[config.mk]
export PLATFORM = sky130hd
export DESIGN_NAME = cfpa_div
export DESIGN_NICKNAME = d
export VERILOG_FILES = /design/src/hw/rtl/complex_fixed_point_alu_defines.svh /design/src/hw/rtl/cfpa_pkg.sv /design/src/hw/rtl/cfpa_div.sv
export SDC_FILE = /design/constraint.sdc
export NUM_CORES = 1
export LEC_CHECK = 0
export BUFFER_PORTS_ARGS = -buffer_cell sky130_fd_sc_hd__buf_4
export CORE_ASPECT_RATIO = 1.4
export CORE_MARGIN = 1.5
export CORE_UTILIZATION = 40
export DETAILED_ROUTE_END_ITERATION = 6
export PLACE_DENSITY_LB_ADDON = 0.3
export SLEW_MARGIN = 20
export SYNTH_ARGS = -nofsm -noshare
export SYNTH_HDL_FRONTEND = slang
export SYNTH_SLANG_ARGS = --single-unit
[constraint.sdc]
create_clock -name clk_i -period 5.4 [get_ports clk_i]
set_input_delay 0.27 -clock clk_i [delete_from_list [all_inputs] [get_ports clk_i]]
set_output_delay 0.27 -clock clk_i [all_outputs]
set_load 0.02 [all_outputs]
[src/hw/rtl/complex_fixed_point_alu_defines.svh]
// Assertion helpers for the top RTL file of the complex ALU.
`ifndef COMPLEX_FIXED_POINT_ALU_DEFINES_SVH
`define COMPLEX_FIXED_POINT_ALU_DEFINES_SVH

// Same-cycle implication, checked on every rising clock edge outside reset.
`define CFPA_ASSERT_IMP(lbl, ante, cons, msg) \
  lbl: assert property (@(posedge clk_i) disable iff (!rst_ni) (ante) |-> (cons)) \
    else $error(msg);

// Next-cycle implication, checked on every rising clock edge outside reset.
`define CFPA_ASSERT_NXT(lbl, ante, cons, msg) \
  lbl: assert property (@(posedge clk_i) disable iff (!rst_ni) (ante) |=> (cons)) \
    else $error(msg);

`endif

[src/hw/rtl/cfpa_pkg.sv]
`timescale 1ns / 1ps

package cfpa_pkg;

  localparam int WORD_BITS = 32;
  localparam int FRAC_BITS = 16;
  localparam int MAX_EXP   = 16;
  localparam int EXP_BITS  = 6;
  localparam int OP_BITS   = 3;
  localparam int ST_BITS   = 2;

  localparam int ACC_W  = 2 * WORD_BITS + 1;
  localparam int DEN_W  = 2 * WORD_BITS;
  localparam int NUM_W  = 2 * WORD_BITS + FRAC_BITS;
  localparam int ROOT_W = WORD_BITS;
  localparam int REM_W  = WORD_BITS + 2;
  localparam int CNT_W  = $clog2(MAX_EXP + 1);

  localparam logic signed [WORD_BITS-1:0] ONE_Q = WORD_BITS'(1) << FRAC_BITS;

  typedef enum logic [OP_BITS-1:0] {
    OP_ADD = 3'd0,
    OP_SUB = 3'd1,
    OP_MUL = 3'd2,
    OP_DIV = 3'd3,
    OP_POW = 3'd4,
    OP_MOD = 3'd5
  } opcode_e;

  typedef enum logic [ST_BITS-1:0] {
    ST_OK   = 2'd0,
    ST_DIV0 = 2'd1,
    ST_OVF  = 2'd2
  } status_e;

  typedef enum logic [2:0] {
    S_IDLE,
    S_MAC,
    S_POST,
    S_DIVRE,
    S_DIVIM,
    S_SQRT,
    S_FIN
  } state_e;

  typedef enum logic [1:0] {
    MAC_MUL,
    MAC_DIVN,
    MAC_SQ
  } mac_e;

  typedef struct packed {
    logic busy;
    logic done;
  } unit_stat_t;

endpackage

[src/hw/rtl/cfpa_div.sv]
`timescale 1ns / 1ps

module cfpa_div import cfpa_pkg::*; (
  input  logic             clk_i,
  input  logic             rst_ni,
  input  logic             start_i,
  input  logic [NUM_W-1:0] dividend_i,
  input  logic [DEN_W-1:0] divisor_i,
  output unit_stat_t       stat_o,
  output logic [NUM_W-1:0] quot_o
);

  localparam int DCNT_W = $clog2(NUM_W);

  logic              busy_q, busy_d, done_q, done_d;
  logic [DCNT_W-1:0] cnt_q, cnt_d;
  logic [NUM_W-1:0]  n_q, n_d;
  logic [DEN_W-1:0]  d_q, d_d, r_q, r_d;
  logic [DEN_W:0]    r_sh, diff;
  logic              ge;

  // One quotient bit per cycle, restoring form; the dividend shifts out
  // at the top while quotient bits shift in at the bottom.
  assign r_sh = {r_q, n_q[NUM_W-1]};
  assign diff = r_sh - {1'b0, d_q};
  assign ge   = (r_sh >= {1'b0, d_q});

  always_comb begin
    busy_d = busy_q;
    done_d = 1'b0;
    cnt_d  = cnt_q;
    n_d    = n_q;
    d_d    = d_q;
    r_d    = r_q;
    if (start_i) begin
      busy_d = 1'b1;
      cnt_d  = DCNT_W'(NUM_W - 1);
      n_d    = dividend_i;
      d_d    = divisor_i;
      r_d    = '0;
    end else if (busy_q) begin
      r_d   = ge ? diff[DEN_W-1:0] : r_sh[DEN_W-1:0];
      n_d   = {n_q[NUM_W-2:0], ge};
      cnt_d = cnt_q - 1'b1;
      if (cnt_q == '0) begin
        busy_d = 1'b0;
        done_d = 1'b1;
      end
    end
  end

  always_ff @(posedge clk_i or negedge rst_ni) begin
    if (!rst_ni) begin
      busy_q <= 1'b0;
      done_q <= 1'b0;
      cnt_q  <= '0;
    end else begin
      busy_q <= busy_d;
      done_q <= done_d;
      cnt_q  <= cnt_d;
    end
  end

  always_ff @(posedge clk_i) begin
    n_q <= n_d;
    d_q <= d_d;
    r_q <= r_d;
  end

  assign stat_o = '{busy: busy_q, done: done_q};
  assign quot_o = n_q;

endmodule

==> reports/results.txt <==
Routed Antenna Nets = 0
dpl hpwl = 25300 um
CP arrival = 4470 ps
Hold WC Path Type = in2reg
Post-synth EDFFs = 144
Worst-Skew Late Latency = 540 ps
Most used DFF post-synth = edfxtp_1
Max Fclk = 245 MHz
Vias = 10400
Syn Area/Cell = 10.2 sq um
area grow syn2layout = 27.1%
drt pass-1 iters = 5
leakage power = 6.84 nW
worst-path cell chain = inv_1, ha_1, nand4_1, or4_1, a21oi_2, o211ai_2, a2111oi_4, o21ai_1, a21oi_4, buf_4, mux2i_1, a211oi_1
number of fill cells = 2893
total grt overflow = 0
Starting Density = 40.9%
worst path bufs/invs = 2
hold wc startpoint = dividend_i[60]
worst r2r src = d_q[10]
sequential area share after synthesis = 46.0%
Synth Warn # = 0
vias per cell = 5.41
Mapped Area = 12700 sq um
Final #Nets = 1728
Pwr Density = 266 nW/um^2
Final Hold Vio Count = 0
Reg2Reg Setup Slack = 1320 ps
RSZ-0062 raised after global routing = no
outcome = finished clean
final period utilization = 75.6%
vias in the first global route = 10600
DR iter-0 viols = 539
FF+latch count, synth = 217
worst vdd ir = 259 uV
largest net degree at the start of global routing = 81
routed wire length = 34400 um
final setup fails = 0
hold path endpoint = quot_o[60]
family with the most delay on the worst path = compound AO/OA/AOI/OAI gates
Synth Instances = 1245
FP Rows = 76
TritonCTS clock tree = done
R2R cell count = 12
Setup Crit Path Kind = reg2reg
Routed WL per cell = 17.9 um
total chip power = 0.00429 W
met2 Use GR = 39.1%
critical path required time = 5790 ps
TritonCTS Buffers = 24
FFs w/ async S/R, synth = 4.15%
Final Skew = 14.5 ps
GRT Util Overall = 20.5%
synth unique cells = 67
Clock Path Buffers = 3
Core ar. = 31000 sq um
die width = 153 um
routability cong. = 0.901
Clock Sinks = 217
input/output buffers = 228
Crit Path Max Fanout = 32
Crit path largest cell delay = 560 ps
final slew viol count = 0
CP startpoint kind = flop
share of cells above drive strength 1 = 23.9%
setup TNS = 0 ps
GR Util met3 = 4.00%
Setup crit end kind = flop
I/O pin total = 229
max-cap viol count = 0
Fin Hold WS = 31.2 ps
worst slew pin tran = 1060 ps
number of diodes = 0
crit path time final = 4080 ps
Most Crowded Layer GR = met2
global-route wire length before repair = 53900 um
syn_nets = 1459
clock slew at reported path FFs = 60 ps
slew margin rel. = 29.1%
worst hold stages = 2
slowest CP cell = a21oi_4
Die Y = 214 um
met1 Usage GRT = 22.5%
Reg2Reg Capture Point = r_q[32]
H-tree depth = 1
antenna violations before repair = 0
clock tree root driver cell = clkbuf_16
drc violations = 0
die area = 32700 sq um
-- cells in the final DEF (no fill, tap or decap), drive strengths merged, types with 29 or more instances in the layout --
cell type,Yosys,routed
a21o,36,36
o21ai,77,77
dfxtp,64,64
buf,14,237
clkbuf,45,33
edfxtp,144,144
dlygate4sd3,0,65
a211oi,42,42
mux2i,38,38
a21oi,99,99
nor2,97,97
nand2,98,98
ha,66,66
xnor2,29,29
xor2,33,33
inv,82,83
mux2,81,81
-- synthesized netlist by cell type, types with 5 or more instances --
| cell type | n | area [sq um] |
|---|---|---|
| nor2_1 | 97 | 364 |
| clkbuf_1 | 45 | 169 |
| and3_1 | 7 | 43.8 |
| ha_1 | 66 | 826 |
| o21a_1 | 6 | 45.0 |
| nand2_1 | 97 | 364 |
| nor3b_1 | 6 | 45.0 |
| o211ai_1 | 8 | 60.1 |
| mux2i_1 | 38 | 380 |
| nor3_1 | 18 | 90.1 |
| a21o_1 | 36 | 270 |
| o21ai_1 | 17 | 85.1 |
| a211oi_1 | 41 | 308 |
| xor2_1 | 33 | 289 |
| nand2b_1 | 13 | 81.3 |
| mux2_2 | 81 | 912 |
| dfxtp_1 | 64 | 1280 |
| xnor2_1 | 29 | 254 |
| nor2b_1 | 10 | 62.6 |
| nand4_1 | 22 | 138 |
| edfxtp_1 | 144 | 4320 |
| nor4_1 | 5 | 31.3 |
| a21oi_1 | 97 | 485 |
| inv_1 | 82 | 308 |
| nand3_1 | 15 | 75.1 |
| o21bai_1 | 20 | 150 |
| o21ai_0 | 60 | 300 |
| or3_1 | 6 | 37.5 |
| dfrtp_1 | 9 | 225 |
-- final cells by class --
type	instances	area, sq um	area share (%)
Inverter	82	308	1.91
Tap cell	390	488	3.03
Timing Repair Buffer	302	2430	15.1
Clock inverter	11	149	0.925
Clock buffer	33	654	4.07
Multi-Input combinational cell	887	6230	38.7
Sequential cell	217	5830	36.2
-- layer usage --
metal	wire, um	share of wire [%]	up-vias
met5	0	0	-
met1	13200	38	4889
met2	17900	52	319
met3	2080	6.1	88
met4	1200	3.5	0
li1	-	-	5099
-- repair_timing --
action | in CTS | in global routing
hold buffers | 65 | 0
gates resized for setup | 0 | 0
setup buffers | 0 | 0
endpoints found under the hold margin | 73 | 0
-- state kept, by name, indices dropped and copies added (netlist names) --
name and flops:
quot_o 80, d_q 64, r_q 64, done_q 1
cnt_q 7, busy_q 1
-- how the worst max path moves through the flow --
stage,startpoint,end,slack (ps),depth (start not counted)
2_1_floorplan,quot_o[79],r_q[54],2230,13
3_3_place_gp,d_q[10],r_q[24],1370,13
3_5_place_dp,d_q[10],r_q[25],1330,12
4_1_cts,d_q[10],r_q[25],1310,12
5_1_grt,d_q[10],r_q[34],1040,12
6_report,d_q[10],r_q[32],1320,12
-- through the flow --
| step | worst slack, ps | cell area, sq um | instances | util (%) |
|---|---|---|---|---|
| final | 1320 | 16100 | 1922 | 51.9 |
| after CTS | 1310 | 16100 | 1922 | 51.9 |
| after detailed placement | 1330 | 14600 | 1813 | 47.2 |
| after global routing | 1040 | 16100 | 1922 | 51.9 |
| after global placement | 1370 | 14600 | 1813 | 47.2 |
| after floorplan | 2230 | 12700 | 1245 | - |
-- report_power, final --
| part | leakage [nW] | internal, W | switching (W) |
|---|---|---|---|
| combinational | 4.36 | 0.000312 | 0.000339 |
| clock | 0.387 | 0.000997 | 0.000694 |
| sequential | 2.09 | 0.00189 | 0.0000532 |
-- worst reg2reg max path, cell delays in order (launching register included) --
cell and delay, ps:
edfxtp_1 320, inv_1 40, ha_1 410, nand4_1 190, or4_1 520, a21oi_2 160
o211ai_2 140, a2111oi_4 470, o21ai_1 200, a21oi_4 560, buf_4 540, mux2i_1 300
a211oi_1 90
-- cells by family after synthesis --
group / after synthesis / synth area share, %
adders and majority gates: 67 / 6.68
AOI/OAI and AO/OA: 326 / 16.4
and+or+nand+nor: 313 / 11.6
muxes: 119 / 10.2
buffers and inverters: 141 / 4.83
xor gates and xnor gates: 62 / 4.29
DFF: 217 / 46.0
Note: power is estimated with default switching activity, not from simulation.
