## src/hw/rtl/complex_fixed_point_alu_defines.svh

```systemverilog
// Assertion helpers for the top RTL file of the complex ALU.
`ifndef COMPLEX_FIXED_POINT_ALU_DEFINES_SVH
`define COMPLEX_FIXED_POINT_ALU_DEFINES_SVH

// Same-cycle implication, checked on every rising clock edge outside reset.
`define CFPA_ASSERT_IMP(lbl, ante, cons, msg) \
  lbl: assert property (@(posedge clk_i) disable iff (!rst_ni) (ante) |-> (cons)) \
    else $error(msg);

// Next-cycle implication, checked on every rising clock edge outside reset.
`define CFPA_ASSERT_NXT(lbl, ante, cons, msg) \
  lbl: assert property (@(posedge clk_i) disable iff (!rst_ni) (ante) |=> (cons)) \
    else $error(msg);

`endif

```

## src/hw/rtl/cfpa_pkg.sv

```systemverilog
`timescale 1ns / 1ps

package cfpa_pkg;

  localparam int WORD_BITS = 32;
  localparam int FRAC_BITS = 16;
  localparam int MAX_EXP   = 16;
  localparam int EXP_BITS  = 6;
  localparam int OP_BITS   = 3;
  localparam int ST_BITS   = 2;

  localparam int ACC_W  = 2 * WORD_BITS + 1;
  localparam int DEN_W  = 2 * WORD_BITS;
  localparam int NUM_W  = 2 * WORD_BITS + FRAC_BITS;
  localparam int ROOT_W = WORD_BITS;
  localparam int REM_W  = WORD_BITS + 2;
  localparam int CNT_W  = $clog2(MAX_EXP + 1);

  localparam logic signed [WORD_BITS-1:0] ONE_Q = WORD_BITS'(1) << FRAC_BITS;

  typedef enum logic [OP_BITS-1:0] {
    OP_ADD = 3'd0,
    OP_SUB = 3'd1,
    OP_MUL = 3'd2,
    OP_DIV = 3'd3,
    OP_POW = 3'd4,
    OP_MOD = 3'd5
  } opcode_e;

  typedef enum logic [ST_BITS-1:0] {
    ST_OK   = 2'd0,
    ST_DIV0 = 2'd1,
    ST_OVF  = 2'd2
  } status_e;

  typedef enum logic [2:0] {
    S_IDLE,
    S_MAC,
    S_POST,
    S_DIVRE,
    S_DIVIM,
    S_SQRT,
    S_FIN
  } state_e;

  typedef enum logic [1:0] {
    MAC_MUL,
    MAC_DIVN,
    MAC_SQ
  } mac_e;

  typedef struct packed {
    logic busy;
    logic done;
  } unit_stat_t;

endpackage

```

## src/hw/rtl/cfpa_mul.sv

```systemverilog
`timescale 1ns / 1ps

module cfpa_mul import cfpa_pkg::*; (
  input  logic                          clk_i,
  input  logic signed [WORD_BITS-1:0]   a_i,
  input  logic signed [WORD_BITS-1:0]   b_i,
  output logic signed [2*WORD_BITS-1:0] p_o
);

  logic signed [2*WORD_BITS-1:0] p_q;

  // Product is registered so the accumulate sits in the following cycle.
  always_ff @(posedge clk_i) begin
    p_q <= a_i * b_i;
  end

  assign p_o = p_q;

endmodule

```

## config.mk

```make
export PLATFORM = sky130hd
export DESIGN_NAME = cfpa_mul
export DESIGN_NICKNAME = d
export VERILOG_FILES = /design/src/hw/rtl/complex_fixed_point_alu_defines.svh /design/src/hw/rtl/cfpa_pkg.sv /design/src/hw/rtl/cfpa_mul.sv
export SDC_FILE = /design/constraint.sdc
export NUM_CORES = 2
export LEC_CHECK = 0
export BUFFER_PORTS_ARGS = -buffer_cell sky130_fd_sc_hd__buf_2
export CAP_MARGIN = 20
export CORE_MARGIN = 2
export CORE_UTILIZATION = 38
export CTS_BUF_LIST = sky130_fd_sc_hd__clkbuf_8
export DETAILED_ROUTE_END_ITERATION = 10
export PLACE_DENSITY = 0.57
export SYNTH_ARGS = -nofsm -noshare
export SYNTH_HDL_FRONTEND = slang
export SYNTH_SLANG_ARGS = --single-unit
```

## constraint.sdc

```tcl
create_clock -name clk_i -period 12.8 [get_ports clk_i]
set_input_delay 1.28 -clock clk_i [delete_from_list [all_inputs] [get_ports clk_i]]
set_output_delay 1.28 -clock clk_i [all_outputs]
set_load 0.03 [all_outputs]
```

==> Implementation_results.wiki <==
{| class="wikitable"
! Metric !! Value
|-
| Slew at the pin closest to its max-slew limit || 1.117 ns
|-
| Cts-stage hold buffer count || 0
|-
| Synth area leader || sky130_fd_sc_hd__fa_1
|-
| Antenna-violating nets left || 0
|-
| Routability Congestion || 0.8555
|-
| Normalized max-slew margin || roughly a quarter
|-
| HPWL after detailed placement || roughly 84,000 um
|-
| Number of synthesized register bits || 64
|-
| Worst hold start || a_i[0]
|-
| Overall die area || a little over 100,000 um2
|-
| Main area contributors after synthesis || sky130_fd_sc_hd__fa_1 (58%), sky130_fd_sc_hd__inv_1 (9.6%), sky130_fd_sc_hd__and2_1 (8.7%), sky130_fd_sc_hd__ha_1 (6.2%), sky130_fd_sc_hd__nand2_1 (5.2%)
|-
| Vias in the first global route || 28,770
|-
| Launching element of the worst setup path || b_i[5]
|-
| Portion of synthesized cell area occupied by the leading cell type || between 50% and 60%
|-
| Placement Rows || ~110
|-
| Portion of the clock cycle consumed by the worst path in the final layout || between 70% and 80%
|-
| Fin. Hold Viols || 0
|-
| Endpoint class of the critical path || flop
|-
| Synth Net Count || between 5,000 and 6,000
|-
| Maximum clock frequency || approximately 100 MHz
|-
| Clk pin slew, worst setup/hold paths || 0.10 ns
|-
| Leftover overflow at the end of global routing || 0
|-
| Worst EP required || 13.19 ns
|-
| Total number of vias || between 20,000 and 30,000
|-
| Hold Crit Class || in2reg
|-
| Dominant register cell in the synthesized netlist || sky130_fd_sc_hd__dfxtp_1
|-
| Initial antenna violation count || 11
|-
| Synth warn || 0
|-
| Setup-failing EPs final || 0
|-
| Die outline height || ~320 um
|-
| Overall track demand over capacity in global routing || 22.29%
|-
| Pin count of the biggest net entering global routing || 33
|-
| Critical path capture point || p_o[62]
|-
| Gate count after technology mapping || 3,884
|-
| List of most frequent post-synthesis cells || sky130_fd_sc_hd__fa_1 (1,082), sky130_fd_sc_hd__inv_1 (952), sky130_fd_sc_hd__and2_1 (516)
|-
| Kind of start point of the critical path || input pin
|-
| # port buffers || 128
|-
| Max Buffers Root-to-Sink || 2
|-
| Die boundary width || around 320 um
|-
| Number of nets in the layout || slightly above 5,000
|-
| Floorplan Core Area || just under 100,000 um2
|-
| Proportion of synthesized chip area in sequential cells || under 10%
|-
| Average via count per standard cell || a little under 5
|-
| Clock sink count || 64
|-
| Synth-to-layout area growth || 4.945%
|-
| Status || completed
|-
| DR WL/cell || slightly above 20 um
|-
| Remaining DRCs || 0
|-
| Worst-path fanout max || 32
|-
| Syn Area/Cell || roughly 9.6 um2
|-
| Max Transition Viols Final || 0
|-
| Wire length of the first global-routing pass || 168,700 um
|-
| Ratio of cells with drive above 1 in the final layout || ~4.8%
|-
| Cell variety after synth || 63
|-
| CTS tree || done
|-
| First-pass iteration count of the detailed router || 5
|-
| I/O pin total || between 100 and 150
|-
| Total wire length || 104,700 um
|-
| Setup repair after global routing missed its margin || false
|-
| Top-count cell post-synth || sky130_fd_sc_hd__fa_1
|-
| Number of enable flip-flop cells after synthesis || 0
|-
| Area of the mapped netlist || between 30,000 and 40,000 um2
|-
| Post-CTS Setup Repair Bufs || 0
|-
| Root buffer selected by CTS || sky130_fd_sc_hd__clkbuf_8
|-
| Number of resized instances in the post-cts repair step || 0
|-
| Starting Density || around 38%
|-
| Proportion of register bits with asynchronous set or reset after synthesis || 0%
|-
| Flip-flop count of the largest register, all copies and words added || 64
|-
| Setup tns final || 0 ns
|-
| Drt first-iter violations || 1,394
|-
| H-tree levels || 3
|-
| Critical path arrival || 10.19 ns
|-
| Class of the most critical setup path || in2reg
|-
| Max-cap violation count || 0
|-
| Clock period minus final worst setup slack || roughly 10 ns
|-
| CTS buffer count || 9
|}
## cells by family (layout without fill, tap and decap cells)
logic type | after synthesis | after routing | share of synthesized area, %
and+or+nand+nor | 1134 | 1134 | 15.37
adders and majority gates | 1266 | 1266 | 64.34
other | 0 | 1 | 0
DFF | 64 | 64 | 3.440
buffers and inverters | 1152 | 1115 | 11.62
xor gates and xnor gates | 75 | 75 | 1.764
AOI/OAI and AO/OA | 193 | 193 | 3.464
## through the flow
step	std cells	hold slack [ns]	util (%)	area, um2	setup WS, ns
detailed placement	5107	1.714	40.13	38870	2.511
global placement	5107	1.716	40.13	38870	2.563
finish	5124	1.399	40.35	39080	3.000
floorplan	3884	1.407	-	37240	4.259
global route	5124	1.398	40.35	39080	2.654
CTS	5123	1.347	40.35	39080	2.993
## worst min path at each step
stage | endpoint | slack [ns] | depth (start not counted)
4_1_cts | p_o[0] | 1.35 | 3
3_3_place_gp | p_o[16] | 1.72 | 1
5_1_grt | p_o[0] | 1.40 | 3
6_report | p_o[0] | 1.40 | 3
2_1_floorplan | p_o[0] | 1.41 | 1
3_5_place_dp | p_o[16] | 1.71 | 1
## layout by cell type, fill, tap and decap left out, types with 4 or more instances in the layout
master / Yosys / final
sky130_fd_sc_hd__nand2_1: 511 / 511
sky130_fd_sc_hd__nand3_1: 15 / 15
sky130_fd_sc_hd__a21o_1: 23 / 23
sky130_fd_sc_hd__and3_1: 7 / 7
sky130_fd_sc_hd__clkbuf_8: 0 / 10
sky130_fd_sc_hd__o21bai_1: 15 / 15
sky130_fd_sc_hd__a21oi_1: 68 / 68
sky130_fd_sc_hd__o21ai_0: 28 / 28
sky130_fd_sc_hd__buf_4: 0 / 19
sky130_fd_sc_hd__and2_1: 516 / 516
sky130_fd_sc_hd__a211oi_1: 4 / 4
sky130_fd_sc_hd__xor2_1: 22 / 22
sky130_fd_sc_hd__fa_1: 1082 / 1082
sky130_fd_sc_hd__dfxtp_1: 64 / 64
sky130_fd_sc_hd__nand4_1: 7 / 7
sky130_fd_sc_hd__or3_1: 4 / 4
sky130_fd_sc_hd__ha_1: 184 / 184
sky130_fd_sc_hd__a31oi_1: 12 / 12
sky130_fd_sc_hd__o21a_1: 4 / 4
sky130_fd_sc_hd__inv_1: 952 / 955
sky130_fd_sc_hd__nor2_1: 42 / 42
sky130_fd_sc_hd__xnor2_1: 53 / 53
sky130_fd_sc_hd__nor3_1: 6 / 6
sky130_fd_sc_hd__nand2b_1: 9 / 9
sky130_fd_sc_hd__buf_2: 3 / 128
sky130_fd_sc_hd__o31ai_1: 6 / 6
## layout make-up
| type | instances | area (um2) |
|---|---|---|
| Fill cell | 9690 | 57770 |
| Tap cell | 1276 | 1597 |
| Clock inverter | 6 | 76.32 |
| Antenna cell | 1 | 2.502 |
| Multi-Input combinational cell | 2668 | 31630 |
| Inverter | 952 | 3573 |
| Timing Repair Buffer | 147 | 783.3 |
| Sequential cell | 64 | 1281 |
| Clock buffer | 10 | 137.6 |
## worst max-delay path, stage by stage
cell	delay, ns
sky130_fd_sc_hd__buf_2	0.57
sky130_fd_sc_hd__nand2_1	0.27
sky130_fd_sc_hd__inv_1	0.16
sky130_fd_sc_hd__fa_1	0.40
sky130_fd_sc_hd__inv_1	0.26
sky130_fd_sc_hd__fa_1	0.47
sky130_fd_sc_hd__inv_1	0.25
sky130_fd_sc_hd__fa_1	0.51
sky130_fd_sc_hd__fa_1	0.84
sky130_fd_sc_hd__inv_1	0.41
sky130_fd_sc_hd__fa_1	0.59
sky130_fd_sc_hd__inv_1	0.06
sky130_fd_sc_hd__fa_1	0.53
sky130_fd_sc_hd__inv_1	0.05
sky130_fd_sc_hd__fa_1	0.49
sky130_fd_sc_hd__inv_1	0.06
sky130_fd_sc_hd__fa_1	0.45
sky130_fd_sc_hd__ha_1	0.43
sky130_fd_sc_hd__and3_1	0.24
sky130_fd_sc_hd__nand2_1	0.08
sky130_fd_sc_hd__or3_1	0.38
sky130_fd_sc_hd__o211ai_1	0.61
sky130_fd_sc_hd__a31oi_1	0.28
sky130_fd_sc_hd__o31ai_1	0.31
sky130_fd_sc_hd__xor2_1	0.16
## per-layer routing
metal / global-route usage, % / share of wire [%] / vias up
met1: 29.04 / 41 / 13610
met5: 0 / 0.067 / -
li1: - / - / 10950
met4: 7.118 / 3.4 / 10
met2: 38.48 / 51 / 635
met3: 2.974 / 4.6 / 174
Power is not shown: default switching activity piles up to over one toggle a cycle in this logic, so the estimate is an artifact.
