--- config.mk ---
export PLATFORM = sky130hd
export DESIGN_NAME = cfpa_sqrt
export DESIGN_NICKNAME = d
export VERILOG_FILES = /design/src/hw/rtl/complex_fixed_point_alu_defines.svh /design/src/hw/rtl/cfpa_pkg.sv /design/src/hw/rtl/cfpa_sqrt.sv
export SDC_FILE = /design/constraint.sdc
export NUM_CORES = 1
export LEC_CHECK = 0
export BUFFER_PORTS_ARGS = -buffer_cell sky130_fd_sc_hd__buf_2
export CORE_ASPECT_RATIO = 0.7
export CORE_MARGIN = 3
export CORE_UTILIZATION = 35
export DETAILED_ROUTE_END_ITERATION = 12
export GPL_ROUTABILITY_DRIVEN = 0
export GPL_TIMING_DRIVEN = 0
export HOLD_SLACK_MARGIN = 0.03
export PLACE_DENSITY = 0.58
export SYNTH_ARGS = -nofsm -noshare
export SYNTH_HDL_FRONTEND = slang
export SYNTH_SLANG_ARGS = --single-unit
--- constraint.sdc ---
create_clock -name clk_i -period 7 [get_ports clk_i]
set_clock_uncertainty 0.05 [all_clocks]
set_input_delay 0.35 -clock clk_i [delete_from_list [all_inputs] [get_ports clk_i]]
set_output_delay 0.35 -clock clk_i [all_outputs]
set_load 0.1 [all_outputs]
--- src/hw/rtl/complex_fixed_point_alu_defines.svh ---
// Assertion helpers for the top RTL file of the complex ALU.
`ifndef COMPLEX_FIXED_POINT_ALU_DEFINES_SVH
`define COMPLEX_FIXED_POINT_ALU_DEFINES_SVH

// Same-cycle implication, checked on every rising clock edge outside reset.
`define CFPA_ASSERT_IMP(lbl, ante, cons, msg) \
  lbl: assert property (@(posedge clk_i) disable iff (!rst_ni) (ante) |-> (cons)) \
    else $error(msg);

// Next-cycle implication, checked on every rising clock edge outside reset.
`define CFPA_ASSERT_NXT(lbl, ante, cons, msg) \
  lbl: assert property (@(posedge clk_i) disable iff (!rst_ni) (ante) |=> (cons)) \
    else $error(msg);

`endif

--- src/hw/rtl/cfpa_pkg.sv ---
`timescale 1ns / 1ps

package cfpa_pkg;

  localparam int WORD_BITS = 32;
  localparam int FRAC_BITS = 16;
  localparam int MAX_EXP   = 16;
  localparam int EXP_BITS  = 6;
  localparam int OP_BITS   = 3;
  localparam int ST_BITS   = 2;

  localparam int ACC_W  = 2 * WORD_BITS + 1;
  localparam int DEN_W  = 2 * WORD_BITS;
  localparam int NUM_W  = 2 * WORD_BITS + FRAC_BITS;
  localparam int ROOT_W = WORD_BITS;
  localparam int REM_W  = WORD_BITS + 2;
  localparam int CNT_W  = $clog2(MAX_EXP + 1);

  localparam logic signed [WORD_BITS-1:0] ONE_Q = WORD_BITS'(1) << FRAC_BITS;

  typedef enum logic [OP_BITS-1:0] {
    OP_ADD = 3'd0,
    OP_SUB = 3'd1,
    OP_MUL = 3'd2,
    OP_DIV = 3'd3,
    OP_POW = 3'd4,
    OP_MOD = 3'd5
  } opcode_e;

  typedef enum logic [ST_BITS-1:0] {
    ST_OK   = 2'd0,
    ST_DIV0 = 2'd1,
    ST_OVF  = 2'd2
  } status_e;

  typedef enum logic [2:0] {
    S_IDLE,
    S_MAC,
    S_POST,
    S_DIVRE,
    S_DIVIM,
    S_SQRT,
    S_FIN
  } state_e;

  typedef enum logic [1:0] {
    MAC_MUL,
    MAC_DIVN,
    MAC_SQ
  } mac_e;

  typedef struct packed {
    logic busy;
    logic done;
  } unit_stat_t;

endpackage

--- src/hw/rtl/cfpa_sqrt.sv ---
`timescale 1ns / 1ps

module cfpa_sqrt import cfpa_pkg::*; (
  input  logic              clk_i,
  input  logic              rst_ni,
  input  logic              start_i,
  input  logic [DEN_W-1:0]  rad_i,
  output unit_stat_t        stat_o,
  output logic [ROOT_W-1:0] root_o,
  output logic [REM_W-1:0]  rem_o
);

  localparam int SCNT_W = $clog2(ROOT_W);

  logic              busy_q, busy_d, done_q, done_d;
  logic [SCNT_W-1:0] cnt_q, cnt_d;
  logic [DEN_W-1:0]  rad_q, rad_d;
  logic [ROOT_W-1:0] root_q, root_d;
  logic [REM_W-1:0]  rem_q, rem_d;
  logic [REM_W+1:0]  rem_sh, trial, diff;
  logic              ge;

  // Two radicand bits enter per cycle and one root bit is settled.
  assign rem_sh = {rem_q, rad_q[DEN_W-1:DEN_W-2]};
  assign trial  = {2'b00, root_q, 2'b01};
  assign diff   = rem_sh - trial;
  assign ge     = (rem_sh >= trial);

  always_comb begin
    busy_d = busy_q;
    done_d = 1'b0;
    cnt_d  = cnt_q;
    rad_d  = rad_q;
    root_d = root_q;
    rem_d  = rem_q;
    if (start_i) begin
      busy_d = 1'b1;
      cnt_d  = SCNT_W'(ROOT_W - 1);
      rad_d  = rad_i;
      root_d = '0;
      rem_d  = '0;
    end else if (busy_q) begin
      rem_d  = ge ? diff[REM_W-1:0] : rem_sh[REM_W-1:0];
      root_d = {root_q[ROOT_W-2:0], ge};
      rad_d  = {rad_q[DEN_W-3:0], 2'b00};
      cnt_d  = cnt_q - 1'b1;
      if (cnt_q == '0) begin
        busy_d = 1'b0;
        done_d = 1'b1;
      end
    end
  end

  always_ff @(posedge clk_i or negedge rst_ni) begin
    if (!rst_ni) begin
      busy_q <= 1'b0;
      done_q <= 1'b0;
      cnt_q  <= '0;
    end else begin
      busy_q <= busy_d;
      done_q <= done_d;
      cnt_q  <= cnt_d;
    end
  end

  always_ff @(posedge clk_i) begin
    rad_q  <= rad_d;
    root_q <= root_d;
    rem_q  <= rem_d;
  end

  assign stat_o = '{busy: busy_q, done: done_q};
  assign root_o = root_q;
  assign rem_o  = rem_q;

endmodule

==> summary.txt <==
status -> completed
die span in y -> 130 µm
clock slew seen by the registers of the worst setup and hold paths -> 0.06 ns
setup repair after global routing missed its margin -> no
drt total wl -> 20,500 µm
Post-CTS Hold Buffers -> 1
crit share post-route -> 0.475
Initial Util -> 0.364
class of the most critical setup path -> flip-flop to flip-flop
Post-Synthesis Mean Instance Area -> 10.5 µm²
leakage component of the power -> 0.00419 µW
arrival time of the worst setup path -> 3.61 ns
later-pin clock latency in the skew report -> 0.42 ns
Fin. Hold Viols -> 0
ant diodes -> 0
post-synth cell types -> 68
global-route wire length before repair -> 32,700 µm
final setup TNS -> 0 ns
IR Drop Worst-Case VDD -> 0.000239 V
XOR/XNOR Fraction of Synth Area -> 0.0387
start point of the worst hold path -> rad_i[0]
max-cap viol count -> 0
WP data required -> 7.28 ns
slew at the pin closest to its max-slew limit -> 1.06 ns
worst rel slew slack -> 0.275
area of the core -> 0.0211 mm²
Post-Synthesis Net Count -> 834
H-tree lvl count -> 4
critical path's largest stage delay -> 0.91 ns
via count normalized by instance count -> 5.15
number of failing setup endpoints in the final timing report -> 0
slowest stage cell on the critical path -> a2111oi_0
Std-Cell Rows -> 44
detailed-placement wirelength estimate -> 15,200 µm
share of cell area taken by muxes after synthesis -> 0.165
Filler cells -> 2,071
largest net degree at the start of global routing -> 65
worst reg2reg startpoint -> root_o[15]
PD cells -> 487 mW/mm²
utilization after layout -> 0.443
total track usage -> 0.175
Synth Instances -> 731
Peak Freq -> 0.301 GHz
critical register-to-register path endpoint -> rem_o[25]
total gr overflow -> 0
TritonCTS sink count -> 137
final instance area -> 0.00936 mm²
reg-to-reg slack, setup -> 3.67 ns
number of global-route vias before repair -> 5,798
Ys Warns -> 0
sequential area share after synthesis -> 0.445
compound-gate portion of the synthesized area -> 0.143
Hold WC Path Type -> input port to flip-flop
EDFF count, synth -> 64
asr flop ratio synth -> 0.0511
Antenna Nets Post-Route -> 0
die outline width -> 183 µm
number of ports placed on the die boundary -> 135
number of gates given a new drive strength after cts -> 0
simple-gate portion of the synthesized area -> 0.101
largest fanout on the critical path -> 6
number of DRC markers after the initial detailed-route iteration -> 488
CTS max path bufs -> 2
fraction of final layout cells sized beyond drive strength 1 -> 0.279
area of the die -> 0.0238 mm²
drt wl/cell -> 17.5 µm
#FFs+latches synth -> 137
total CTS buffers -> 17
clock tree root buffer cell -> clkbuf_16
initial antenna violation count -> 0
critical path startpoint category -> flip-flop
number of max-slew violations in the final report -> 0
multi-input combinational cell area -> 0.00389 mm²
chain of cells forming the critical path -> inv_1 > ha_1 > nand2_1 > nor3_1 > nand2b_1 > a2111oi_0 > o22ai_1 > xnor2_1 > mux2i_1 > a211oi_1
DP Area -> 0.00870 mm²
number of cells on the worst reg-to-reg path -> 10
number of vias in the routed layout -> 6,037
Min Clock Period, post-route -> 3.33 ns
crit end category -> flip-flop
first-pass detailed-route iteration total -> 5
DRC errors left -> 0
Worst Hold Depth -> 2
dominant register cell in the synthesized netlist -> dfxtp_1
arithmetic-cell share of the synthesized area counting full adders, half adders and majority gates -> 0.0586
register area -> 0.00342 mm²
CTS tree -> done
Area growth, synth to finish -> 21.7%
WHS Endpoint -> rad_q[0]
post-synthesis instance area -> 0.00769 mm²
post-CTS setup buffer count -> 0
number of input and output port buffers inserted -> 133
combinational family with the most area after synthesis -> multiplexers
total number of nets in the final design -> 987
## through the flow
stage | hold WS (ns) | setup WS, ns | std cells | power [µW]
after floorplan | 0.00441 | 3.65 | 731 | 3060
after global placement | 0.144 | 3.48 | 1140 | 3540
after detailed placement | 0.143 | 3.91 | 1140 | 3540
after CTS | 0.147 | 3.88 | 1172 | 4570
after global routing | 0.163 | 3.64 | 1172 | 4820
final | 0.171 | 3.67 | 1172 | 4560
## cell usage after synthesis, drive strengths merged (10+ instances only)
| master | number | area share |
|---|---|---|
| buf | 19 | 0.016 |
| nand2 | 22 | 0.011 |
| nor2 | 70 | 0.034 |
| mux2 | 63 | 0.092 |
| mux2i | 56 | 0.073 |
| inv | 43 | 0.021 |
| a21o | 16 | 0.016 |
| edfxtp | 64 | 0.25 |
| xor2 | 12 | 0.014 |
| a211oi | 31 | 0.032 |
| nand3 | 10 | 0.0065 |
| a21oi | 37 | 0.026 |
| nand2b | 18 | 0.015 |
| dfxtp | 66 | 0.17 |
| xnor2 | 22 | 0.025 |
| o21ai | 22 | 0.015 |
| ha | 36 | 0.059 |
| clkbuf | 25 | 0.012 |
## registers in the layout, summed over array words and instances (netlist names)
name    flops
root_o     32
cnt_q       5
rem_o      34
done_q      1
busy_q      1
rad_q      64
## logic make-up after synthesis
group / Yosys count
flops: 137
simple gates: 160
compound gates: 158
xor+xnor: 34
buf+inv: 87
fa+ha+maj: 36
mux: 119
## per-layer routing
metal,global-route usage,up-vias,wire length [µm]
li1,-,2981,-
met1,0.279,2872,11100
met2,0.235,170,8060
met3,0.0390,14,1150
met4,0.0470,0,197
met5,0,-,0
## critical path, delay by kind of cell (launching register included)
family	cells	cell delay, ns
mux	1	0.10
xor+xnor	1	0.21
buf+inv	1	0.07
flops	1	0.39
simple gates	3	0.64
fa+ha+maj	1	0.39
compound gates	3	1.38
## area by class of cell
| cell class | instances | area share |
|---|---|---|
| Buffer | 44 | 0.0233 |
| Clock buffer | 17 | 0.0455 |
| Clock inverter | 14 | 0.0234 |
| Inverter | 43 | 0.0172 |
| Multi-Input combinational cell | 507 | 0.416 |
| Sequential cell | 137 | 0.365 |
| Tap cell | 276 | 0.0369 |
| Timing Repair Buffer | 134 | 0.0722 |
## where the power goes
group / internal (µW) / switching (µW)
Sequential: 965 / 99.0
Combinational: 928 / 1560
Clock: 634 / 370
Total: 2530 / 2030
## worst max-delay path by stage
stage | from | to
final | root_o[15] | rem_o[25]
after global routing | root_o[15] | rem_o[25]
after CTS | root_o[15] | rem_o[25]
after detailed placement | root_o[0] | rem_o[25]
after global placement | busy_q | rad_q[48]
after floorplan | root_o[13] | rem_o[16]
## layout by cell type, fill, tap and decap left out, types with 10 or more instances in the layout
cell and instances:
nand2b_1 18, a211oi_1 29, dfxtp_1 66, nor2_1 70
edfxtp_1 64, xnor2_1 22, clkbuf_16 17, nand3_1 10
mux2i_1 56, xor2_1 12, mux2_2 62, a21o_1 16
o21ai_0 18, buf_1 11, a21oi_1 36, clkbuf_1 24
buf_2 134, ha_1 36, nand2_1 22, inv_1 43
(Power assumes the default switching activity.)
